File: src/rtl/assert_macros.svh
// Assertion helpers for the RTL files that check their own control logic.
// Define ASSERT_OFF to compile every check away.
`ifndef ASSERT_MACROS_SVH
`define ASSERT_MACROS_SVH

`ifndef ASSERT_OFF

// The condition must never be true at a clock edge outside reset.
`define ASSERT_NEVER(lbl, clk, rst, cond) \
  lbl: assert property (@(posedge clk) disable iff (rst) !(cond)) \
    else $error("forbidden condition seen");

// Whenever the antecedent holds, the consequent must hold in the same cycle.
`define ASSERT_IMPLY(lbl, clk, rst, ante, cons) \
  lbl: assert property (@(posedge clk) disable iff (rst) (ante) |-> (cons)) \
    else $error("implication violated");

`else

`define ASSERT_NEVER(lbl, clk, rst, cond)
`define ASSERT_IMPLY(lbl, clk, rst, ante, cons)

`endif

`endif

File: src/rtl/ghe_pkg.sv
`timescale 1ns / 1ps

package ghe_pkg;

  // Field widths.
  localparam int Q_W   = 16;
  localparam int POS_W = 24;
  localparam int ANG_W = 16;
  localparam int ERR_W = 17;

  // CORDIC datapath: 44 bits hold the prescaled operands with gain headroom.
  localparam int CW = 44;
  // Angle accumulator at 2^-24 rad.
  localparam int ZW = 28;
  localparam int ATAN_LEN = 24;
  localparam int DEF_CORDIC_STEPS = 16;
  localparam int ROUND_SH = 11;

  localparam logic signed [ZW-1:0] HALF_PI_Q24 = 28'sd26353589;
  localparam logic signed [ZW-1:0] ROUND_HALF  = 28'sd1024;

  // Yaw operands: 2*(..) at 2^-28, then times 2^8, so a shift of 9 in total.
  localparam int YAW_SH = 9;
  // The constant 1.0 at 2^-28, times 2^8.
  localparam logic signed [CW-1:0] YAW_ONE = 44'sh010_0000_0000;
  // Bearing operands are scaled by 2^16.
  localparam int BRG_SH = 16;

  // Accepted-but-not-dispatched credit limit and the operand queue depth.
  localparam int FRONT_CAP   = 4;
  localparam int QUEUE_DEPTH = 4;

  typedef enum logic {
    REG_TARGET_X = 1'b0,
    REG_TARGET_Y = 1'b1
  } reg_idx_t;

  // Operand pairs for the two atan2 evaluations.
  typedef struct packed {
    logic signed [CW-1:0] yaw_y;
    logic signed [CW-1:0] yaw_x;
    logic signed [CW-1:0] brg_y;
    logic signed [CW-1:0] brg_x;
  } ops_t;

  typedef struct packed {
    logic signed [ERR_W-1:0] heading_error;
    logic signed [ANG_W-1:0] yaw_angle;
    logic signed [ANG_W-1:0] bearing_angle;
  } res_t;

  // atan(2^-i) at 2^-24 rad, rounded to nearest.
  function automatic logic signed [ZW-1:0] atan_q24(input int i);
    case (i)
      0:  return 28'sd13176795;
      1:  return 28'sd7778716;
      2:  return 28'sd4110060;
      3:  return 28'sd2086331;
      4:  return 28'sd1047214;
      5:  return 28'sd524117;
      6:  return 28'sd262123;
      7:  return 28'sd131069;
      8:  return 28'sd65536;
      9:  return 28'sd32768;
      10: return 28'sd16384;
      11: return 28'sd8192;
      12: return 28'sd4096;
      13: return 28'sd2048;
      14: return 28'sd1024;
      15: return 28'sd512;
      16: return 28'sd256;
      17: return 28'sd128;
      18: return 28'sd64;
      19: return 28'sd32;
      20: return 28'sd16;
      21: return 28'sd8;
      22: return 28'sd4;
      23: return 28'sd2;
      default: return '0;
    endcase
  endfunction

endpackage

File: src/rtl/ghe_front.sv
`timescale 1ns / 1ps

// Front end: forms the atan2 operands of a pose in two register stages.
module ghe_front (
  input  logic                              clk,
  input  logic                              rst,
  input  logic                              take,
  input  logic signed [ghe_pkg::Q_W-1:0]    quat_w,
  input  logic signed [ghe_pkg::Q_W-1:0]    quat_x,
  input  logic signed [ghe_pkg::Q_W-1:0]    quat_y,
  input  logic signed [ghe_pkg::Q_W-1:0]    quat_z,
  input  logic signed [ghe_pkg::POS_W-1:0]  pos_x,
  input  logic signed [ghe_pkg::POS_W-1:0]  pos_y,
  input  logic signed [ghe_pkg::POS_W-1:0]  target_x,
  input  logic signed [ghe_pkg::POS_W-1:0]  target_y,
  output logic                              push,
  output ghe_pkg::ops_t                     ops
);

  import ghe_pkg::*;

  localparam int PW = 2 * Q_W;
  localparam int DW = POS_W + 1;

  logic                 v1;
  logic signed [PW-1:0] p_wz;
  logic signed [PW-1:0] p_xy;
  logic signed [PW-1:0] p_yy;
  logic signed [PW-1:0] p_zz;
  logic signed [DW-1:0] dx;
  logic signed [DW-1:0] dy;
  logic signed [CW-1:0] s_sum;
  logic signed [CW-1:0] q_sum;

  // Stage one: the four products and the position differences.
  always_ff @(posedge clk) begin
    if (rst) begin
      v1 <= 1'b0;
    end else begin
      v1 <= take;
    end
    p_wz <= PW'(quat_w) * PW'(quat_z);
    p_xy <= PW'(quat_x) * PW'(quat_y);
    p_yy <= PW'(quat_y) * PW'(quat_y);
    p_zz <= PW'(quat_z) * PW'(quat_z);
    dx   <= DW'(target_x) - DW'(pos_x);
    dy   <= DW'(pos_y) - DW'(target_y);
  end

  always_comb begin
    s_sum = CW'(p_wz) + CW'(p_xy);
    q_sum = CW'(p_yy) + CW'(p_zz);
  end

  // Stage two: scale to the common CORDIC format.
  always_ff @(posedge clk) begin
    if (rst) begin
      push <= 1'b0;
    end else begin
      push <= v1;
    end
    ops.yaw_y <= s_sum <<< YAW_SH;
    ops.yaw_x <= YAW_ONE - (q_sum <<< YAW_SH);
    ops.brg_y <= CW'(dy) <<< BRG_SH;
    ops.brg_x <= CW'(dx) <<< BRG_SH;
  end

endmodule

File: config.mk
export PLATFORM = sky130hd
export DESIGN_NAME = ghe_front
export DESIGN_NICKNAME = d
export VERILOG_FILES = /design/src/rtl/assert_macros.svh /design/src/rtl/ghe_pkg.sv /design/src/rtl/ghe_front.sv
export SDC_FILE = /design/constraint.sdc
export NUM_CORES = 2
export LEC_CHECK = 0
export BUFFER_PORTS_ARGS = -buffer_cell sky130_fd_sc_hd__buf_2
export CAP_MARGIN = 20
export CORE_ASPECT_RATIO = 0.8
export CORE_MARGIN = 4
export CORE_UTILIZATION = 30
export CTS_BUF_LIST = sky130_fd_sc_hd__clkbuf_2 sky130_fd_sc_hd__clkbuf_4 sky130_fd_sc_hd__clkbuf_8
export CTS_CLUSTER_SIZE = 12
export DETAILED_ROUTE_END_ITERATION = 10
export GPL_ROUTABILITY_DRIVEN = 0
export GPL_TIMING_DRIVEN = 0
export PLACE_DENSITY = 0.44
export SYNTH_ARGS = -nofsm -noshare
export SYNTH_HDL_FRONTEND = slang
export SYNTH_SLANG_ARGS = --single-unit
File: constraint.sdc
create_clock -name clk -period 7.6 [get_ports clk]
set_input_delay 1.14 -clock clk [delete_from_list [all_inputs] [get_ports clk]]
set_output_delay 1.14 -clock clk [all_outputs]
set_load 0.01 [all_outputs]
## Yosys cells after proc, flatten, opt, wreduce, memory -nomap -nowiden

Cells that the tools add are included.

| word-level totals | value |
|---|---|
| register bits after elaboration | 308 |
| input port bits | 163 |
| logic and storage cells | 21 |

| operators by class | value |
|---|---|
| add/subtract/negate cells | 5 |
| multipliers | 4 |

Operator list:

| cell | count |
|---|---|
| $mul A16 B16 Y32 | 4 |
| $add A32 B32 Y33 | 2 |
| $sub A24 B24 Y25 | 2 |
| $sub A38 B42 Y43 const A | 1 |

## Logic depth before layout (Yosys ltp)

| logic depth | value |
|---|---|
| depth after elaboration | 2 |
| mapped depth | 28 |

## Worst setup path before layout

OpenSTA, ideal clock, no wires.

| timing path | value |
|---|---|
| path type | input -> register |
| start point | input quat_z[1] in the netlist's numbering |
| end point | register p_wz[31] |
| library setup time | 0.126 ns |
| arrival time | 7.223 ns |
| required time | 7.474 ns |
| path slack | 0.251 ns |
| cell stages on the path | 24 |
| path buffers | 3 |
| path through | clkbuf_1 clkbuf_1 nand2_1 fa_1 fa_1 fa_1 fa_1 inv_1 fa_1 fa_1 ha_1 clkbuf_1 a21o_1 nor3_1 nor2_1 nor3_1 a211o_1 o21ai_0 nand3_1 a311oi_1 a41o_1 o21ai_0 a21oi_1 a31oi_1 |

| on the way | value |
|---|---|
| cells in the longest elaborated chain, start to end | 1 |

RTL lines:

| element | line | text |
|---|---|---|
| from (decl) | ghe_front.sv:11 | `input logic signed [ghe_pkg::Q_W-1:0] quat_z,` |
| $mul A16 B16 Y32 | ghe_front.sv:42 | `p_wz <= PW'(quat_w) * PW'(quat_z);` |
| to (signal assigned) | ghe_front.sv:42 |  |
| to (decl) | ghe_front.sv:26 | `logic signed [PW-1:0] p_wz;` |

No other way between the ends.
A chain may end at the register's enable or synchronous reset.

## Worst setup path in the final report

| timing path | value |
|---|---|
| start point | input quat_y[11] in the netlist's numbering |
| end point | register p_yy[31] |

| on the way | value |
|---|---|
| cells in the longest elaborated chain, start to end | 1 |

RTL lines:

| element | line | text |
|---|---|---|
| from (decl) | ghe_front.sv:10 | `input logic signed [ghe_pkg::Q_W-1:0] quat_y,` |
| $mul A16 B16 Y32 | ghe_front.sv:44 | `p_yy <= PW'(quat_y) * PW'(quat_y);` |
| to (signal assigned) | ghe_front.sv:44 |  |
| to (decl) | ghe_front.sv:28 | `logic signed [PW-1:0] p_yy;` |

No other way between the ends.

==> out/results.ini <==
[run_status]
status = finished, final reports clean

[sta]
rsz0062_at_grt = no
fmax_ghz = 0.135
setup_viol_count_final = 0
worst_pin_slew_ns = 0.846
skew_ns = 0.0509
fin_crit_ns = 7.39
finalCritPeriodShare_pct = 97.2
final-hold-violation-count = 0
report.final.slew_viol_count = 0
final.setup.worst_slack_ns = 0.215
slew-limit-headroom_pct = 43.6

[finish]
regArea_um2 = 5910
multiInputGateArea_um2 = 37900
final_common_cell = inv_1
final_cells = 7898
nFillCells = 17300
area_growth_pct = 11.7
drive_gt1_share_pct = 10.3
post-route-util_pct = 33.7
finalNetCount = 7304
postLayoutCellArea_um2 = 55300
layout_common_cells = inv_1, fa_1, ha_1

[routing]
vias_per_cell = 4.39
vias = 34700
routed_wl_um = 146000
drc = 0
antenna_left = 0
wl_per_cell_um = 18.5
first_pass_iters = 5
drtIter0Drc = 1817

[yosys]
syn-cell-area_um2 = 49500
syn_avg_cell_area_um2 = 9.34
yosys_warnings = 0
ys_ff_latch = 295
synthCells = 5303
synthArstFlopShare_pct = 0
synth.distinct_cells = 90
synth-seq-area-share_pct = 11.9
synthFlopType = dfxtp_1
synth_edf_count = 0

[floorplanning]
die_h_um = 371
dieArea_um2 = 172000
placementRows = 133
core_um2 = 164000
start_util_pct = 30.2
io_pins = 340
die_w_um = 462

[worst_setup_path]
cp-endpoint = p_yy[31]
startpoint = quat_y[11]
crit_required_ns = 8.21
worstSetupEndpointType = flip-flop
cp-start-kind = primary input
worstReg2RegEnd = ops[130]
reg2reg_depth = 14
ff2ff_setup_slack_ns = 3.82
cp.arrival_ns = 8.00
critPathMaxFanout = 10
path_class = primary input to flip-flop
rr_startpoint = p_zz[5]

[placement]
pre_cts_ws_ns = -1.66
port_buffers = 283
placed_cells = 7799
hpwl_um = 126000
placed_area_um2 = 53900

[cts]
htree_num_levels = 2
cts.path.max_buffers = 3
clock_latency_ns = 0.72
tritoncts = built
ctsHoldBuffers = 0
clk_pin_slew_worst_paths_ns = 0.07
clkSinkCount = 295
clockRootBuffer = clkbuf_8
post_cts_buffers = 0
cts_buffers = 55

[global_routing]
grt_pass1_vias = 37000
antenna_found_initial = 24
grt_max_degree = 20
grt_pass1_wl_um = 228000
grtUsageTotal_pct = 17.5
grt_overflow = 0

[run]
max-cap-violations = 0

[worst_hold_path]
min_path_cells = 0
hold_class = flip-flop to flip-flop

-- cells by family (layout without fill, tap and decap cells) --
kind of cell / after synthesis / count (layout) / synth area share, %
flip-flops: 295 / 295 / 11.9
buffers and inverters: 1513 / 1887 / 12.0
other: 1 / 62 / 0.00757
AND/OR/NAND/NOR: 1221 / 1221 / 12.1
AO/OA/AOI/OAI: 538 / 538 / 7.20
multiplexers: 5 / 5 / 0.101
adder cells (fa/ha/maj): 1457 / 1457 / 51.9
XOR/XNOR: 273 / 273 / 4.83
-- layer usage --
metal	up-vias	share of wire (%)	track usage (%)
li1	16600	-	-
met1	17100	49	26.0
met2	860	41	26.0
met3	147	6.8	3.75
met4	10	2.4	3.71
met5	-	0.049	0
-- through the flow --
| stage | setup TNS [ns] | hold slack [ns] |
|---|---|---|
| floorplan | 0 | 0.310 |
| global placement | -53.54 | 0.310 |
| detailed placement | -51.20 | 0.312 |
| CTS | 0 | 0.322 |
| global route | 0 | 0.327 |
| finish | 0 | 0.321 |
-- what timing repair did --
item | in CTS | in global routing
pin swaps | 0 | 0
gates resized for setup | 53 | 116
endpoints found under the setup margin | 28 | 18
-- sequential cells by signal, indices dropped and copies added, names as in the netlist, 25 cells and up --
register  cells
ops         117
p_wz         32
p_xy         32
p_yy         31
p_zz         31
dx           25
dy           25
-- synth_stat cells (10+ instances only) --
cell	number	area, um2
nand4_1	10	62.6
nor2b_1	44	275
clkbuf_1	138	518
nor2_1	198	743
dfxtp_1	295	5910
nand2_1	456	1710
xor2_1	66	578
nand2b_1	32	200
buf_4	62	465
a211oi_1	16	120
a21o_1	61	458
or2_2	14	87.6
xnor2_1	207	1810
a31oi_1	16	100
a31o_2	16	140
a21oi_1	176	881
o21a_1	30	225
and2_1	312	1950
nor3_1	35	175
and3_1	33	206
inv_1	1300	4880
nor4_1	12	75.1
fa_1	994	19900
ha_1	462	5780
o21ai_0	88	440
nand3_1	37	185
or3_1	12	75.1
o21bai_1	30	225
-- worst min path at each step --
stage	start	endpoint	slack, ns
6_report	dx[9]	ops[25]	0.32
3_5_place_dp	dx[21]	ops[37]	0.31
2_1_floorplan	dx[0]	ops[16]	0.31
3_3_place_gp	dx[5]	ops[21]	0.31
5_1_grt	dx[21]	ops[37]	0.33
4_1_cts	dx[9]	ops[25]	0.32
-- area by class of cell --
| type | instances | area share, % |
|---|---|---|
| Multi-Input combinational cell | 3544 | 68.5 |
| Timing Repair Buffer | 288 | 2.69 |
| Clock buffer | 75 | 1.72 |
| Tap cell | 2160 | 4.88 |
| Buffer | 199 | 2.07 |
| Inverter | 1302 | 8.84 |
| Antenna cell | 12 | 0.0543 |
| Sequential cell | 295 | 10.7 |
| Clock inverter | 23 | 0.540 |
-- worst max-delay path, stage by stage --
cell and delay (ns):
buf_2 0.18, clkbuf_4 0.36, buf_2 0.40, nand2_1 0.13
fa_1 0.59, inv_1 0.08, fa_1 0.55, fa_1 0.44
fa_1 0.48, fa_1 0.51, inv_1 0.05, fa_1 0.48
inv_1 0.04, ha_1 0.35, and3_1 0.24, and3_1 0.19
a221o_1 0.37, and3_1 0.24, a311oi_2 0.35, o21ai_0 0.24
or4_1 0.44, nand3_1 0.13
Power is not shown: default switching activity piles up to over one toggle a cycle in this logic, so the estimate is an artifact.
