File: src/rtl/assert_macros.svh
// Assertion helpers for the RTL files that check their own control logic.
// Define ASSERT_OFF to compile every check away.
`ifndef ASSERT_MACROS_SVH
`define ASSERT_MACROS_SVH

`ifndef ASSERT_OFF

// The condition must never be true at a clock edge outside reset.
`define ASSERT_NEVER(lbl, clk, rst, cond) \
  lbl: assert property (@(posedge clk) disable iff (rst) !(cond)) \
    else $error("forbidden condition seen");

// Whenever the antecedent holds, the consequent must hold in the same cycle.
`define ASSERT_IMPLY(lbl, clk, rst, ante, cons) \
  lbl: assert property (@(posedge clk) disable iff (rst) (ante) |-> (cons)) \
    else $error("implication violated");

`else

`define ASSERT_NEVER(lbl, clk, rst, cond)
`define ASSERT_IMPLY(lbl, clk, rst, ante, cons)

`endif

`endif

File: src/rtl/ghe_fifo.sv
`timescale 1ns / 1ps

// Small register FIFO. DEPTH must be a power of two.
module ghe_fifo #(
  parameter int DEPTH = 4,
  parameter int WIDTH = 8
) (
  input  logic             clk,
  input  logic             rst,
  input  logic             push,
  input  logic [WIDTH-1:0] push_data,
  input  logic             pop,
  output logic [WIDTH-1:0] pop_data,
  output logic             empty,
  output logic             full
);

  localparam int AW = (DEPTH > 1) ? $clog2(DEPTH) : 1;

  logic [AW:0]      wr_ptr;
  logic [AW:0]      rd_ptr;
  logic [WIDTH-1:0] mem [DEPTH];

  always_ff @(posedge clk) begin
    if (rst) begin
      wr_ptr <= '0;
      rd_ptr <= '0;
    end else begin
      if (push) begin
        wr_ptr <= wr_ptr + 1'b1;
      end
      if (pop) begin
        rd_ptr <= rd_ptr + 1'b1;
      end
    end
  end

  always_ff @(posedge clk) begin
    if (push) begin
      mem[wr_ptr[AW-1:0]] <= push_data;
    end
  end

  assign pop_data = mem[rd_ptr[AW-1:0]];
  assign empty    = (wr_ptr == rd_ptr);
  assign full     = (wr_ptr[AW-1:0] == rd_ptr[AW-1:0]) && (wr_ptr[AW] != rd_ptr[AW]);

endmodule

File: config.mk
export PLATFORM = sky130hd
export DESIGN_NAME = ghe_fifo
export DESIGN_NICKNAME = d
export VERILOG_FILES = /design/src/rtl/assert_macros.svh /design/src/rtl/ghe_fifo.sv
export SDC_FILE = /design/constraint.sdc
export NUM_CORES = 1
export LEC_CHECK = 0
export ABC_AREA = 1
export ABC_CLOCK_PERIOD_IN_PS = 1300
export BUFFER_PORTS_ARGS = -buffer_cell sky130_fd_sc_hd__buf_2
export CAP_MARGIN = 25
export CORE_MARGIN = 2
export CORE_UTILIZATION = 56
export CTS_CLUSTER_DIAMETER = 50
export DETAILED_ROUTE_END_ITERATION = 8
export PLACE_DENSITY = 0.77
export SLEW_MARGIN = 15
export SYNTH_ARGS = -nofsm -noshare
export SYNTH_HDL_FRONTEND = slang
export SYNTH_SLANG_ARGS = --single-unit
export TNS_END_PERCENT = 100
File: constraint.sdc
create_clock -name clk -period 1.3 [get_ports clk]
set_input_delay 0.065 -clock clk [delete_from_list [all_inputs] [get_ports clk]]
set_output_delay 0.065 -clock clk [all_outputs]
set_load 0.01 [all_outputs]
Word-level counts from Yosys, hierarchy flattened
Memories as Yosys holds them, arrays and structs flattened. A register that Yosys moved wholly into a read port is not among the register bits.
Index checks and enable logic that the tools add are counted.

cells by class
  add/subtract/negate cells = 2
  eq/ne operators = 3
  mux-type cells = 4
  reduce and logical (&&, ||, !) cells = 1

operator list
  kind                                          number
  adder 3 x 1 -> 3 bit (second input constant)  2
  two-way mux 2 bit                             2
  equality test 3 bit                           1
  equality test 2 bit                           1
  two-way mux 1 bit                             2
  logical AND 1 bit                             1
  != test 1 bit                                 1

word-level totals
  register bits = 6
  bits in writable memories = 32
  input bits = 12
  word-level logic and storage cells = 13
  memories kept = 1

memory list
  memory  depth  bits a word  read ports  clocked after memory_dff  write ports  RTL line        RTL
  mem     4      8            1           1                         1            ghe_fifo.sv:22  logic [WIDTH-1:0] mem [DEPTH];

Longest topological paths before layout
Gate-level depths: netlist (run 1).

  depth in word-level cells = 3
  depth in mapped cells = 6
  depth with buffers taken out = 6

Least setup slack after synthesis (run 1)
OpenSTA, ideal clock, no wires.

  path kind = register to register
  start = register wr_ptr[0]
  end = memory mem[2][0], enable pin
  library setup time = 0.324 ns
  arrival = 0.790 ns
  data required time = 0.976 ns
  slack = 0.186 ns
  stages on the path, launching flop included = 5
  path buffers = 0
  period minus slack after synthesis = 1.114 ns
  cell sequence = dfxtp_1 inv_1 ha_1 nand2_1 inv_1

RTL lines
  what                    RTL line        RTL
  from (decl)             ghe_fifo.sv:20  logic [AW:0] wr_ptr;
  from (signal assigned)  ghe_fifo.sv:30  wr_ptr <= wr_ptr + 1'b1;
  to (decl)               ghe_fifo.sv:22

Straight into the memory's write port.

==> results_dict.tcl, run 1 <==
set metrics [dict create \
    status "finished, violations left" \
    violations "setup timing" \
    n_antenna_cell 0 \
    leakagePower_nw 0.923 \
    pre_cts_ws_ns -0.0168 \
    min_period_ns 1.41 \
    grt_pass1_vias 1218 \
    cp-start-kind "flip-flop" \
    required_ns 1.24 \
    drtAntennaViolNets 0 \
    seq_area_frac_synth_pct 64.4 \
    cp_slowest_stage_delay_ns 0.35 \
    core_region_area_um2 3000 \
    ys_ff_latch 40 \
    nets 229 \
    path_class "reg -> out" \
    worst_slew_pin_slew_ns 0.287 \
    place_inst 225 \
    design_area_um2 2130 \
    final-setup-viol-count 8 \
    synth_cell_types 18 \
    antenna_found_initial 0 \
    synthFlopType "edfxtp_1" \
    vdd_drop_max_uv 939 \
    hold_class "in -> reg" \
    path_buf_inv 2 \
    async_flop_share_pct 0 \
    synth_fp_nets 191 \
    dpl_cell_area_um2 1870 \
    slew_violations 0 \
    synth_cells 174 \
    clockRootBuffer "clkbuf_4" \
    cts_tree "done" \
    setup_slack_ns -0.113 \
    die_w_um 59.8 \
    overflow 0 \
    final_util_pct 71.0 \
    fin_worst_skew_ns 0.00728 \
    syn-cell-area_um2 1740 \
    place_congestion 0.776 \
    drc 0 \
    cp.arrival_ns 1.35 \
    syn2layout_area_growth_pct 22.3 \
    dieArea_um2 3570 \
    wl_per_cell_um 13.2 \
    finalNonFillerCells 246 \
    die_h_um 59.8 \
    dr.pass1.iters 4 \
    critical-path-top-delay-family "flip-flops" \
    yosysWarnings 0 \
    hold_violations 0 \
    cts.reportedPaths.clkPinSlew_ns 0.12 \
    grt_max_degree 33 \
    insertion_delay_ns 0.36 \
    end_kind "output port" \
    vias 1211 \
    core.rowCount 20 \
    synth_edf_count 32 \
    cts.path.max_buffers 2 \
    grt_usage_pct 20.2 \
    fin_crit_sh_pct 109 \
    grt_pass1_wl_mm 5.02 \
    crit_chain "buf_12 > or2_0 > nand3_1 > nand2_1 > buf_2" \
    crit_fanout 32 \
    dp_hpwl_mm 2.20 \
    critPathSlowestCell "dfxtp_2" \
    powerDensity_nw_per_um2 1270 \
    routed_wl_mm 3.24 \
    numCtsBuffers 5 \
    drtIter0Drc 51 \
    portBuffers 21 \
    drive_gt1_share_pct 24.9 \
    clock-sinks 40 \
    start_util_pct 58.0 \
    cap_violations 0 \
    syn_avg_cell_area_um2 10.0 \
    via_per_inst 4.92 \
    htreeDepth 2 \
    worst_slew_margin_rel_pct 80.8 \
    max_freq_ghz 0.707 \
    boundaryPins 22 \
    rsz0062_at_grt "true" \
]
-- layout make-up --
cell class | instances | area [µm²]
Sequential cell | 40 | 1130
Fill cell | 223 | 872
Multi-Input combinational cell | 102 | 500
Timing Repair Buffer | 35 | 248
Inverter | 28 | 121
Clock buffer | 8 | 90.1
Tap cell | 33 | 41.3
-- stage by stage --
| step | power [mW] | TNS, ns | hold WS [ns] |
|---|---|---|---|
| 6_report | 2.70 | -0.782 | 0.0308 |
| 5_1_grt | 2.82 | -1.51 | 0.0372 |
| 4_1_cts | 2.70 | -0.854 | 0.00498 |
| 3_5_place_dp | 1.84 | -0.131 | 0.273 |
| 3_3_place_gp | 1.82 | 0 | 0.255 |
| 2_1_floorplan | 1.72 | 0 | 0.137 |
-- metal layers --
layer	part of all wire, %	vias to the layer above	GRT usage (%)
li1	-	619	-
met1	40	562	20.1
met2	55	25	37.9
met3	2.8	5	4.55
met4	1.4	0	11.4
met5	0	-	0
-- final timing paths --
check                      to  slack, ns  depth (start not counted)      start
hold reg to reg     wr_ptr[1]       0.53                          2  wr_ptr[1]
setup / recovery  pop_data[2]      -0.11                          5  flip-flop
setup reg to reg    mem[1][4]       0.07                          4  wr_ptr[0]
hold / removal      wr_ptr[0]       0.03                          3       push
-- cell usage after synthesis (all sizes together) (2+ instances only) --
cell	number	share of area, %
inv	27	5.8
buf	4	2.0
or2	8	2.9
o21ai	2	0.57
nand3	9	2.6
a21oi	4	1.1
dfxtp	8	9.2
nor2	23	5.0
ha	5	3.6
edfxtp	32	55
xnor2	2	1.0
nand2	48	10
-- cells by family after synthesis --
family,count (synthesis),synth area share [%]
adders and majority gates,5,3.59
AOI/OAI and AO/OA,6,1.72
buffers and inverters,32,8.05
DFF,40,64.4
and+or+nand+nor,88,20.8
xor gates and xnor gates,3,1.51
-- sequential cells by signal (all words and copies together), names as in the netlist, named ones only --
name / cells
mem: 32
wr_ptr: 3
rd_ptr: 3
-- worst register-to-register path, cell delays in order, from the launching register on --
cell,delay (ns)
dfxtp_4,0.38
buf_4,0.14
ha_2,0.17
nand2_2,0.08
clkinvlp_4,0.19
-- cell usage in the layout (no fill, tap or decap), types with 2 or more instances in the layout --
cell | Yosys | routed
edfxtp_1 | 32 | 32
or2_1 | 3 | 3
o21ai_0 | 2 | 2
nor2_1 | 23 | 22
dfxtp_2 | 0 | 4
inv_2 | 1 | 2
nand3_1 | 9 | 9
clkinvlp_4 | 0 | 3
a21oi_1 | 4 | 4
xnor2_1 | 2 | 2
dfxtp_1 | 8 | 3
inv_1 | 26 | 21
or2_0 | 5 | 5
nand2_2 | 0 | 6
nand2_1 | 48 | 42
clkbuf_8 | 0 | 2
dlygate4sd3_1 | 0 | 10
ha_1 | 5 | 4
buf_2 | 1 | 21
inv_4 | 0 | 2
clkbuf_4 | 0 | 5
buf_4 | 1 | 3
-- report_power, final --
| part | internal, mW | switching [mW] |
|---|---|---|
| combinational | 0.168 | 0.228 |
| clock | 0.433 | 0.398 |
| sequential | 1.45 | 0.0315 |
-- timing repair --
item                                    4_1_cts  5_1_grt
hold buffers                                 10        0
endpoints found under the setup margin       18       35
pin swaps                                     0        6
setup buffers                                 1        2
hold endpoints to repair                     36        0
gates resized for setup                       8       14
gates cloned                                  0        0
Note: power is estimated with default switching activity, not from simulation.
==> run 2, diff against run 1 <==
CTS_BUF_LIST = sky130_fd_sc_hd__clkbuf_16   (was not set)
GPL_TIMING_DRIVEN = 0   (was not set)
MAX_ROUTING_LAYER = met4   (was not set)
==> run 2 against run 1 <==
Cell area up 3.3%. Fmax is 6.4% higher. Clock power is 67% higher. Register-to-register slack about the same. Worst hold slack got worse by 0.026 ns. Non-clock buffer count decreased by 4. Sequential cell count unchanged. Global-route usage rose by 0.85 points. Highest routed layer unchanged. Critical path type unchanged. Final cell count down 1.6%. Largest cell class unchanged. Die area unchanged. The flow still finishes with violations (setup timing). Utilization is 2.3 points higher. Via count shrank 2.3%.
==> results_dict.tcl, run 2 (synthesis gave the netlist of run 1 again) <==
set metrics [dict create \
    status "finished, violations left" \
    violations "setup timing" \
    power.total_mw 3.28 \
    powerDensity_nw_per_um2 1490 \
    hold_class "in -> reg" \
    htreeDepth 2 \
    final_cell_mix "nand2_1, edfxtp_1, inv_1" \
    n_antenna_cell 0 \
    overflow 0 \
    crit_chain "buf_8 > or2_0 > nand3_1 > nand2_1 > buf_2" \
    end_kind "output port" \
    grt_pass1_vias 1159 \
    dpl_cell_area_um2 1890 \
    final-setup-viol-count 5 \
    required_ns 1.24 \
    drive_gt1_share_pct 23.9 \
    start_util_pct 58.0 \
    grt_pass1_wl_mm 5.04 \
    max_freq_ghz 0.753 \
    drtIter0Drc 37 \
    clockRootBuffer "clkbuf_16" \
    critPathSlowestCell "dfxtp_4" \
    critical-path-top-delay-family "flip-flops" \
    vdd_drop_max_uv 1100 \
    slew_violations 0 \
    final_common_cell "nand2_1" \
    top_layer "met4" \
    drtAntennaViolNets 0 \
    rsz0062_at_grt "true" \
    cts_tree "done" \
    grt_max_degree 14 \
    worst_slew_margin_rel_pct 84.5 \
    core.rowCount 20 \
    nFillCells 220 \
    path_class "reg -> out" \
    nets 225 \
    cp-start-kind "flip-flop" \
    path_buf_inv 2 \
    crit_fanout 6 \
    pre_cts_ws_ns -0.0326 \
    grt_usage_pct 21.1 \
    finalNonFillerCells 242 \
    m1WireLength_mm 1.25 \
    fin_crit_sh_pct 102 \
    vias 1183 \
    setup_slack_ns -0.0280 \
    post_cts_buffers 0 \
    die_h_um 59.8 \
    numCtsBuffers 5 \
    place_inst 228 \
    worst_slew_pin_slew_ns 0.231 \
    cp_slowest_stage_delay_ns 0.37 \
    dp_hpwl_mm 2.11 \
    dieArea_um2 3570 \
    insertion_delay_ns 0.29 \
    routed_wl_mm 3.26 \
    cap_violations 0 \
    fin_worst_skew_ns 0.00816 \
    place_congestion 0.715 \
    cp.arrival_ns 1.26 \
    wl_per_cell_um 13.5 \
    leakagePower_nw 0.961 \
    portBuffers 21 \
    boundaryPins 22 \
    min_period_ns 1.33 \
    final_util_pct 73.3 \
    die_w_um 59.8 \
    clock-sinks 40 \
    dr.pass1.iters 4 \
    wl_met3_um 192 \
    core_region_area_um2 3000 \
    via_per_inst 4.89 \
    cts.path.max_buffers 2 \
    cts.reportedPaths.clkPinSlew_ns 0.06 \
    drc 0 \
    antenna_found_initial 0 \
    design_area_um2 2200 \
    syn2layout_area_growth_pct 26.4 \
    dr_wl_met2_mm 1.76 \
    largest_reg_flops 32 \
    hold_violations 0 \
]
run 2: where the power goes:
part | leakage, nW | total (mW) | switching [mW] | internal [mW]
Clock | 0.0916 | 1.39 | 0.457 | 0.936
Sequential | 0.362 | 1.48 | 0.0356 | 1.45
Combinational | 0.507 | 0.405 | 0.232 | 0.173
Total | 0.961 | 3.28 | 0.724 | 2.56
run 2: timing repair:
action                                  CTS  global route
gates cloned                              0             1
pin swaps                                 3             5
hold buffers                              5             0
endpoints found under the setup margin   37            33
endpoints found under the hold margin    18             0
gates resized for setup                   9            15
run 2: area by class of cell:
type | count | area (µm²) | share of cell area, %
buffer | 4 | 48.8 | 2.22
clock buffer | 7 | 175 | 7.96
clock inverter | 1 | 3.75 | 0.171
inverter | 28 | 120 | 5.46
multi-input combinational | 102 | 500 | 22.7
sequential | 40 | 1130 | 51.4
tap | 33 | 41.3 | 1.88
timing repair buffer | 27 | 180 | 8.19
run 2: final timing paths:
kind,start,endpoint,slack [ns],depth (start not counted)
setup reg to reg,wr_ptr[1],mem[1][4],0.07,4
hold / removal,push_data[4],mem[2][4],0.005,1
setup / recovery,flip-flop,pop_data[5],-0.03,5
hold reg to reg,wr_ptr[1],wr_ptr[1],0.52,2
run 2: routing by layer:
| layer | up-vias | GRT usage, % |
|---|---|---|
| li1 | 615 | - |
| met1 | 532 | 19.9 |
| met2 | 28 | 38.2 |
| met3 | 8 | 6.71 |
| met4 | 0 | 9.52 |
| met5 | - | - |
run 2: through the flow:
stage	setup TNS, ns	hold WS (ns)
after CTS	-0.0989	0.000849
after global routing	-0.393	0.000567
after floorplan	0	0.137
after detailed placement	-0.560	0.278
after global placement	0	0.254
final	-0.0924	0.00490
==> run 3, diff against run 2 <==
ABC_AREA = not set   (was 1)
CORE_UTILIZATION = 55   (was 56)
PLACE_DENSITY = 0.86   (was 0.77)
==> run 3 against run 2 <==
The flow still finishes with violations (setup timing). Total power down 11%. Non-clock buffer count down 7. Sequential cell count unchanged. Synthesized cell count down 53%. Largest cell class unchanged. Highest routed layer unchanged.
==> results_dict.tcl, run 3 <==
set metrics [dict create \
    synth_xor_area_share_pct 2.81 \
    seq_area_frac_synth_pct 72.0 \
    final_cell_mix "edfxtp_1, buf_2, mux4_2" \
    wl_met3_um 142 \
    worst_slew_margin_rel_pct 84.3 \
    max_freq_ghz 0.682 \
    syn2layout_area_growth_pct 20.6 \
    status "finished, violations left" \
    via_per_inst 5.51 \
    grt_pass1_vias 849 \
    cts.reportedPaths.clkPinSlew_ns 0.05 \
    cts_tree "done" \
    path_class "reg -> out" \
    rsz0062_at_grt "true" \
    antenna_found_initial 0 \
    vias 783 \
    start_util_pct 57.0 \
    nets 127 \
    core_region_area_um2 2730 \
    synth-simple-area-share_pct 4.58 \
    min_period_ns 1.47 \
    cp.arrival_ns 1.40 \
    vdd_drop_max_uv 1450 \
    worst_slew_pin_slew_ns 0.235 \
    routed_wl_mm 2.36 \
    yosysMostFrequentCell "edfxtp_1" \
    ff2ff_path_depth 3 \
    muxShareOfSynthArea_pct 12.9 \
    drtAntennaViolNets 0 \
    hold_class "in -> reg" \
    violations "setup timing" \
    powerDensity_nw_per_um2 1550 \
    post_cts_buffers 0 \
    drc 0 \
    final-setup-viol-count 8 \
    synth_compound_area_share_pct 1.93 \
    r2r_setup_slack_ns 0.04 \
    whs_path_depth 1 \
    pre_cts_ws_ns -0.0972 \
    portBuffers 20 \
    die_w_um 57.2 \
    drive_gt1_share_pct 39.6 \
    clock-sinks 40 \
    hold_violations 0 \
    overflow 0 \
    dpl_cell_area_um2 1700 \
    clockRootBuffer "clkbuf_16" \
    wl_per_cell_um 16.6 \
    m1WireLength_um 935 \
    async_flop_share_pct 0 \
    hold_path_end "mem[1][2]" \
    yosys.area.top_type "edfxtp_1" \
    cts.path.max_buffers 2 \
    end_kind "output port" \
    grt_max_degree 12 \
    syn-cell-area_um2 1560 \
    holdCritStartpoint "push_data[2]" \
    core.rowCount 19 \
    design_area_um2 1880 \
    synth_top_area_share_pct 61.7 \
    cap_violations 0 \
    largest_reg_flops 32 \
    rr_startpoint "wr_ptr[1]" \
    synth_common_cells "edfxtp_1, dfxtp_1, mux4_2" \
    finalSetupTns_ns -1.18 \
    numCtsBuffers 5 \
    dr_wl_met2_mm 1.26 \
    synthFlopType "edfxtp_1" \
    fin_worst_skew_ns 0.00343 \
    synth_fp_nets 99 \
    drtIter0Drc 24 \
    boundaryPins 22 \
    n_antenna_cell 0 \
    leakagePower_nw 0.700 \
    dp_hpwl_mm 1.68 \
    syn_avg_cell_area_um2 19.0 \
    top_layer "met4" \
    grt_pass1_wl_mm 3.84 \
    synth.top_cells.by_area "edfxtp_1, mux4_2, dfxtp_1" \
    ys_ff_latch 40 \
    cp-start-kind "flip-flop" \
    dr.pass1.iters 4 \
    synth_cell_types 18 \
    slew_violations 0 \
    insertion_delay_ns 0.28 \
    setup_slack_ns -0.166 \
    hold_ws_ns 0.00455 \
    die_h_um 57.2 \
    crit_fanout 8 \
    fin_crit_sh_pct 113 \
    dieArea_um2 3270 \
    synth_edf_count 32 \
    grt_usage_pct 17.9 \
    synth_cells 82 \
    synth_top_family_by_area "multiplexers" \
    r2r_end "mem[0][6]" \
    synth_fa_ha_area_share_pct 4.02 \
    place_congestion 0.657 \
    final_common_cell "edfxtp_1" \
    yosysWarnings 0 \
    htreeDepth 2 \
    required_ns 1.24 \
    power.total_mw 2.91 \
]
## run 3: changes by cell type in the layout (fill, tap and decap cells not counted), sizes merged, moves of 4 or more
cell         previous run  this run
nand2                  48         0
and2                    0         4
inv                    25         4
or2                     8         0
dlygate4sd3             5         1
nand3                   9         0
nor2                   23         5
mux4                    0         8
## run 3: cell families after synthesis
logic type                 count (synthesis)
muxes                                     10
DFF                                       40
xor gates and xnor gates                   5
and+or+nand+nor                           13
buffers and inverters                      5
adders and majority gates                  5
AOI/OAI and AO/OA                          4
## run 3: through the flow
| stage | util [%] | instances |
|---|---|---|
| 3_3_place_gp | 62.1 | 133 |
| 5_1_grt | 68.7 | 142 |
| 3_5_place_dp | 62.1 | 133 |
| 6_report | 68.7 | 142 |
| 2_1_floorplan | - | 82 |
| 4_1_cts | 68.0 | 142 |
## run 3: repair_timing
| action | CTS | global route |
|---|---|---|
| setup endpoints to repair | 40 | 34 |
| hold buffers | 1 | 0 |
| hold endpoints to repair | 4 | 0 |
| gates resized for setup | 7 | 4 |
## run 3: final cells by class
| class | count | area (µm²) |
|---|---|---|
| buffer | 3 | 30.0 |
| clock buffer | 5 | 125 |
| clock inverter | 3 | 11.3 |
| fill | 171 | 856 |
| inverter | 2 | 7.51 |
| multi-input combinational | 37 | 413 |
| sequential | 40 | 1120 |
| tap | 31 | 38.8 |
| timing repair buffer | 21 | 129 |
## run 3: worst max-delay path: stages (launching register included)
cell and delay [ns]:
dfxtp_2 0.33, buf_12 0.13, mux4_2 0.52, buf_6 0.14
## run 3: routing by layer
metal,track usage [%],vias to the layer above
met3,8.84,2
met4,9.97,0
met1,18.0,387
li1,-,369
met5,-,-
met2,28.2,25
## run 3: worst max path at each step
stage | start | endpoint | depth (start not counted)
detailed placement | wr_ptr[0] | mem[0][0] | 3
CTS | flip-flop | pop_data[7] | 3
global placement | wr_ptr[0] | mem[3][4] | 2
global route | flip-flop | pop_data[7] | 3
floorplan | wr_ptr[0] | mem[3][0] | 2
finish | flip-flop | pop_data[7] | 3
## run 3: report_power, final
part           total, mW  internal [mW]  switching [mW]
clock network       1.10          0.688           0.416
logic              0.320          0.169           0.151
registers           1.48           1.45          0.0300
